[src/hw/rtl/gmf_pkg.sv]
package gmf_pkg;

    // Register field widths.
    localparam int RADIUS_W = 3;
    localparam int DIM_W    = 11;
    localparam int PIX_W    = 8;

    // APB port geometry.
    localparam int APB_DATA_W = 32;
    localparam int APB_ADDR_W = 4;

    // Depth of the queue between the front and the back.
    localparam int QUEUE_DEPTH = 4;

    // Value of a pixel that lies outside the kernel mask.
    localparam logic [PIX_W-1:0] PIX_MAX = 8'hff;

    // Register map, by word index.
    typedef enum logic [1:0] {
        REG_RADIUS        = 2'd0,
        REG_DISC_SHAPE    = 2'd1,
        REG_PADDED_WIDTH  = 2'd2,
        REG_PADDED_HEIGHT = 2'd3
    } gmf_reg_t;

    // Per-pixel flags handed from the front to the back.
    typedef struct packed {
        logic emit;
        logic row_end;
        logic frame_end;
    } gmf_flags_t;

    // True when offset (dx, dy) from the window corner lies inside the disc of radius r.
    function automatic logic in_disc(input logic [4:0] r, input logic [4:0] dx,
                                     input logic [4:0] dy);
        logic [4:0] ax;
        logic [4:0] ay;
        logic [9:0] sx;
        logic [9:0] sy;
        logic [9:0] rr;
        ax = (dx > r) ? (dx - r) : (r - dx);
        ay = (dy > r) ? (dy - r) : (r - dy);
        sx = {5'b0, ax} * {5'b0, ax};
        sy = {5'b0, ay} * {5'b0, ay};
        rr = {5'b0, r} * {5'b0, r};
        return (sx + sy) <= rr;
    endfunction

endpackage

[src/hw/rtl/gmf_queue.sv]
module gmf_queue
    import gmf_pkg::*;
#(
    parameter int DATA_W = 8,
    parameter int LW     = $clog2(QUEUE_DEPTH + 1)
)
(
    input  logic              clk,
    input  logic              rst_n,
    input  logic              push,
    input  logic [DATA_W-1:0] push_data,
    input  logic              pop,
    output logic [DATA_W-1:0] pop_data,
    output logic              empty,
    output logic [LW-1:0]     level
);

    localparam int PW = $clog2(QUEUE_DEPTH);

    logic [DATA_W-1:0] store [QUEUE_DEPTH];
    logic [PW-1:0]     wr_ptr_reg;
    logic [PW-1:0]     rd_ptr_reg;
    logic [LW-1:0]     level_reg;

    // Pointers and fill level.
    always_ff @(posedge clk or negedge rst_n)
    begin
        if (!rst_n)
        begin
            wr_ptr_reg <= '0;
            rd_ptr_reg <= '0;
            level_reg <= '0;
        end
        else
        begin
            if (push)
            begin
                wr_ptr_reg <= wr_ptr_reg + 1'b1;
            end
            if (pop)
            begin
                rd_ptr_reg <= rd_ptr_reg + 1'b1;
            end
            if (push && !pop)
            begin
                level_reg <= level_reg + 1'b1;
            end
            else if (pop && !push)
            begin
                level_reg <= level_reg - 1'b1;
            end
        end
    end

    always_ff @(posedge clk)
    begin
        if (push)
        begin
            store[wr_ptr_reg] <= push_data;
        end
    end

    assign pop_data = store[rd_ptr_reg];
    assign empty    = (level_reg == '0);
    assign level    = level_reg;

endmodule

[config.mk]
export PLATFORM = sky130hd
export DESIGN_NAME = gmf_queue
export DESIGN_NICKNAME = d
export VERILOG_FILES = /design/src/hw/rtl/gmf_pkg.sv /design/src/hw/rtl/gmf_queue.sv
export SDC_FILE = /design/constraint.sdc
export NUM_CORES = 1
export LEC_CHECK = 0
export BUFFER_PORTS_ARGS = -buffer_cell sky130_fd_sc_hd__clkbuf_2
export CORE_MARGIN = 4
export CORE_UTILIZATION = 45
export DETAILED_ROUTE_END_ITERATION = 16
export PLACE_DENSITY_LB_ADDON = 0.1
export SLEW_MARGIN = 10
export SYNTH_ARGS = -nofsm -noshare
export SYNTH_HDL_FRONTEND = slang
export SYNTH_SLANG_ARGS = --single-unit
[constraint.sdc]
create_clock -name clk -period 1.6 [get_ports clk]
set_clock_uncertainty 0.15 [all_clocks]
set_input_delay 0.32 -clock clk [delete_from_list [all_inputs] [get_ports clk]]
set_output_delay 0.32 -clock clk [all_outputs]
set_load 0.03 [all_outputs]
==> results.md, run 1 <==
- Total routing resource utilization after global routing: 0.149
- Worst-case headroom to the max-slew limit: 0.714
- Violation count after the first detailed-route iteration: 38
- Category of the worst setup path launch point: flop
- WHS Path Cells: 1
- Endpoint class of the critical path: output port
- Final WS setup: -456 ps
- Clock sinks: 39
- Number of standard-cell rows in the floorplan: 20
- Type of the worst setup path: reg2out
- Total routed wirelength: 2590 microns
- Antenna diode instance count: 0
- Ratio of routed vias to standard cells: 4.84
- Slowest CP cell: mux4_2
- Maximum number of pins on one net before global-route repair: 14
- Count of pins over their slew limit: 0
- Violations in the final reports: setup timing
- Reg-to-reg slack, setup: -20 ps
- Part of the Yosys area used for sequential elements: 0.738
- Gate count after technology mapping: 75
- Cell breakdown of the critical path: buf_12 -> mux4_2 -> buf_8
- Die area: 4420 sq um
- IO Pins: 24
- Sum Neg Setup Slack: -3570 ps
- Die Y-Extent: 66.5 microns
- Top fanout value on the critical path: 6
- Most common cell after layout, fill and taps aside: edfxtp_1
- Reg2Reg Depth: 5
- Starting utilization of the core area: 0.488
- Layout cells sized above 1: 0.488
- Via Count: 798
- Area of the placeable core: 3150 sq um
- Top library cells by usage in the layout, fill and taps aside: 32 x edfxtp_1, 13 x clkbuf_2, 8 x mux4_2, 8 x buf_6, 7 x buf_4
- Number of nets in the synthesized netlist: 93
- Area delta synth->final: 35.3%
- RePlAce Congestion: 0.687
- Total grt overflow: 0
- First-pass GRT wire length: 4470 microns
- Detailed-route wire length per cell: 15.7 microns
- Worst Path Required: 1130 ps
- Transition time at the pin with the least slew margin: 429 ps
- Total of endpoints with negative setup slack in the final report: 10
- Post-synthesis instance area: 1540 sq um
- Final antenna-violating net count: 0
- Clk_lat worst skew: 330 ps
- Min Hold Slack: 43.3 ps
- RSZ-0062 raised after global routing: true
- Max reg flops: 32
- Worst-case vdd ir drop: 1.04 mV
- Antenna violations before repair: 0
- Yosys cell types: 16
- Register clock-pin slew on the reported worst setup and hold paths: 110 ps
- DR pass1 iterations: 3
- Highest clock rate: 486 MHz
- Hold Crit Class: in2reg
- CTS tree: built
- Total count of hold-check failures in the final report: 0
- Result of the run: finished, violations left
- Warning count from the yosys run: 0
- Flop and latch count out of synthesis: 39
- Count of maximum capacitance violations: 0
- Power Dens Cells: 1970 nW/um^2
- Deepest level of the CTS H-tree: 2
- Post-detailed-route DRC marker count: 0
- Arrival time reported for the critical path endpoint: 1590 ps
- Total CTS buffers: 5
- Clock root buffer master: clkbuf_4
- NumNets Final: 138
- Leakage power: 0.000812 uW
- Detailed Place HPWL: 1810 microns
- Crit path time final: 2060 ps
- Mean instance size in the synthesized netlist: 20.5 sq um
- Final worst path period share: 1.29
- Maximum root-to-sink buffer count: 2
- Number of input and output port buffers inserted: 23
- Highest cell delay on the worst timing path: 520 ps
- Die W: 66.5 microns
- Number of global-route vias before repair: 910
cell usage after synthesis (all sizes together):
master,count,share of area
mux4,8,0.12
inv,4,0.0097
o21ai,1,0.0032
buf,2,0.011
edfxtp,32,0.62
dfrtp,7,0.11
fa,1,0.013
nor2,1,0.0024
xnor2,2,0.011
nand2,2,0.0049
xor2,4,0.023
ha,5,0.041
and2,4,0.016
nor3,1,0.0032
mux2,1,0.0073
final cells by class:
class | instances | area (sq um)
clock buffers | 5 | 37.5
clock inverters | 3 | 43.8
fillers | 252 | 1070
inverters | 4 | 15.0
multi-input cells | 30 | 387
flip-flops and latches | 39 | 1140
well taps | 44 | 55.1
repair buffers | 40 | 408
worst paths after layout:
check / from / endpoint
worst max register to register: level[1] / level[2]
min in group asynchronous: rst_n / rd_ptr_reg[1]
max in group asynchronous: rst_n / level[1]
worst min-delay path: push_data[0] / store[0][0]
worst max-delay path: rd_ptr_reg[0] / pop_data[1]
worst min register to register: wr_ptr_reg[0] / wr_ptr_reg[0]
cell families (layout without fill, tap and decap cells):
kind of cell	count (synthesis)	count (layout)	share of synthesized area
DFF	39	39	0.738
buffers and inverters	6	52	0.0203
adders and majority gates	6	6	0.0536
and+or+nand+nor	8	8	0.0268
xor gates and xnor gates	6	6	0.0341
muxes	9	9	0.124
AOI/OAI and AO/OA	1	1	0.00325
what timing repair did:
action                                 CTS  global route
pin swaps                                1             1
resized for setup                       17            21
hold buffers                             1             0
setup endpoints to repair                9            12
endpoints found under the hold margin    7             0
setup buffers                            5             0
metrics by stage:
step                area, sq um   util  power, uW  worst slack (ps)  cells
floorplan                  1550      -       2470            -0.513     75
global placement           1840  0.585       2990             -83.5    151
detailed placement         1840  0.585       3030              -101    151
CTS                        2040  0.648       3970              -492    165
global route               2080  0.661       4360              -551    165
finish                     2080  0.661       4100              -456    165
worst max-delay path: cells and delay by family (launching register included):
family                 cells  cell delay [ps]
multiplexers               1              520
flip-flops                 1              430
buffers and inverters      2              310
power breakdown:
part           internal [uW]  leakage [uW]  switching, uW  total (uW)
logic                   1040      0.000392            889        1920
clock network            329     0.0000452            313         642
registers               1360      0.000375            172        1530
per-layer routing:
layer  vias up  routed length, microns  GRT usage
met3         6                     119     0.0624
li1        377                       -          -
met4         0                      42     0.0533
met5         -                       0          0
met1       395                    1090      0.166
met2        20                    1340      0.253
(Power assumes the default switching activity.)
==> run 2: changes to the inputs <==
Settings changed: CORE_ASPECT_RATIO set to 2.
==> run 2 against run 1 <==
Net effect: the flow still finishes with violations (setup timing); global-route usage decreased by 2.5 points; largest cell class unchanged; critical endpoint is now pop_data[3]; worst setup slack improved by 87 ps; clock power up 22%; largest power group unchanged; critical path type unchanged; flip-flop and latch count did not move; utilization decreased by 3.2 points; combinational power decreased by 9%.
==> results.md, run 2 (synthesis gave the netlist of run 1 again) <==
- Total CTS buffers: 5
- Total grt overflow: 0
- RSZ-0062 raised after global routing: true
- Post-detailed-route DRC marker count: 0
- Number of input and output port buffers inserted: 23
- Total count of hold-check failures in the final report: 0
- Total routed wirelength: 2520 microns
- Min Hold Slack: 99.1 ps
- Number of global-route vias before repair: 840
- Highest clock rate: 508 MHz
- Violations in the final reports: setup timing
- Worst-case headroom to the max-slew limit: 0.732
- Leakage power: 0.000793 uW
- # fillers: 242
- Final WS setup: -369 ps
- Starting utilization of the core area: 0.477
- Area delta synth->final: 31.9%
- Category of the worst setup path launch point: flop
- Ratio of routed vias to standard cells: 5.28
- Power after layout: 4070 uW
- Count of pins over their slew limit: 0
- Worst setup slack after placement: -136 ps
- Top fanout value on the critical path: 2
- Max reg flops: 32
- Hold Crit Class: in2reg
- Final worst path period share: 1.23
- NumNets Final: 134
- Violation count after the first detailed-route iteration: 8
- Total of endpoints with negative setup slack in the final report: 8
- Die Y-Extent: 90.7 microns
- Via Count: 781
- Most common cell after layout, fill and taps aside: edfxtp_1
- IO Pins: 24
- Detailed Place HPWL: 1750 microns
- Type of the worst setup path: reg2out
- Count of maximum capacitance violations: 0
- Antenna violations before repair: 0
- Top library cells by usage in the layout, fill and taps aside: 32 x edfxtp_1, 14 x clkbuf_2, 8 x mux4_2, 8 x clkbuf_8, 8 x buf_4
- Number of non-filler instances in the completed layout: 148
- Maximum number of pins on one net before global-route repair: 13
- Die W: 49.4 microns
- Antenna diode instance count: 0
- Detailed-route wire length per cell: 17.0 microns
- CTS tree: built
- First-pass GRT wire length: 4050 microns
- Layout cells sized above 1: 0.470
- Clock root buffer master: clkbuf_8
- Inst Count DP: 137
- Clock sinks: 39
- Endpoint class of the critical path: output port
- DR pass1 iterations: 4
- Clk_lat worst skew: 290 ps
- Total routing resource utilization after global routing: 0.123
- Maximum root-to-sink buffer count: 2
- Worst Path Required: 1130 ps
- Area of the placeable core: 3230 sq um
- Worst-case vdd ir drop: 1.15 mV
- Transition time at the pin with the least slew margin: 403 ps
- Register clock-pin slew on the reported worst setup and hold paths: 70 ps
- Power Dens Cells: 2000 nW/um^2
- Result of the run: finished, violations left
- Number of standard-cell rows in the floorplan: 29
- Crit path time final: 1970 ps
- Final antenna-violating net count: 0
- Arrival time reported for the critical path endpoint: 1500 ps
- RePlAce Congestion: 0.645
- Die area: 4480 sq um
- Deepest level of the CTS H-tree: 2
run 2: cell count changes in the layout (fill, tap and decap cells not counted):
| cell | change |
|---|---|
| clkinv_1 | +1 |
| clkbuf_4 | -5 |
| dfrtp_1 | -1 |
| dfrtp_2 | +1 |
| nor3_2 | +1 |
| clkbuf_2 | +1 |
| buf_6 | -8 |
| clkbuf_8 | +8 |
| clkinv_4 | -1 |
| buf_4 | +1 |
| buf_12 | -1 |
| nor3_4 | -1 |
run 2: final cells by class:
cell class | count | area (sq um) | area share
flip-flops and latches | 39 | 1140 | 0.560
multi-input cells | 30 | 380 | 0.187
repair buffers | 36 | 352 | 0.173
clock buffers | 5 | 68.8 | 0.0339
clock inverters | 3 | 38.8 | 0.0191
well taps | 31 | 38.8 | 0.0191
inverters | 4 | 15.0 | 0.00739
run 2: report_power, final:
group,internal [uW],switching (uW),total [uW],leakage (uW)
Combinational,921,830,1750,0.000364
Clock,456,325,782,0.0000556
Sequential,1370,167,1530,0.000374
run 2: layer usage:
layer,share of wire,vias up,track usage
li1,-,366,-
met1,0.37,387,0.127
met2,0.56,22,0.220
met3,0.049,6,0.0347
met4,0.025,0,0.0624
met5,0,-,0
run 2: final timing paths:
path                                    start     endpoint  slack [ps]  cells after the start
max in group asynchronous               rst_n     level[1]         850                      2
worst min register to register       level[2]     level[2]         390                      1
min in group asynchronous               rst_n     level[2]         260                      2
worst min-delay path             push_data[5]  store[2][5]         100                      1
worst max-delay path            rd_ptr_reg[0]  pop_data[3]        -370                      3
worst max register to register       level[1]     level[2]         120                      4
run 2: worst max-delay path: stages (launching register included):
cell and delay (ps):
dfrtp_1 390, buf_4 150, mux4_2 500, clkbuf_8 180
run 2: metrics by stage:
step                      setup TNS, ps  cell area [sq um]   util
final                             -2910               2030  0.629
after global routing              -3420               2030  0.629
after CTS                         -3100               2020  0.626
after detailed placement           -794               1810  0.560
after global placement             -598               1810  0.560
after floorplan                  -0.513               1550      -
run 2: repair_timing:
item | 4_1_cts | 5_1_grt
hold buffers | 1 | 0
pin swaps | 0 | 2
setup buffers | 2 | 0
resized for setup | 19 | 8
endpoints found under the setup margin | 10 | 10
gates cloned | 0 | 0
hold endpoints to repair | 7 | 0
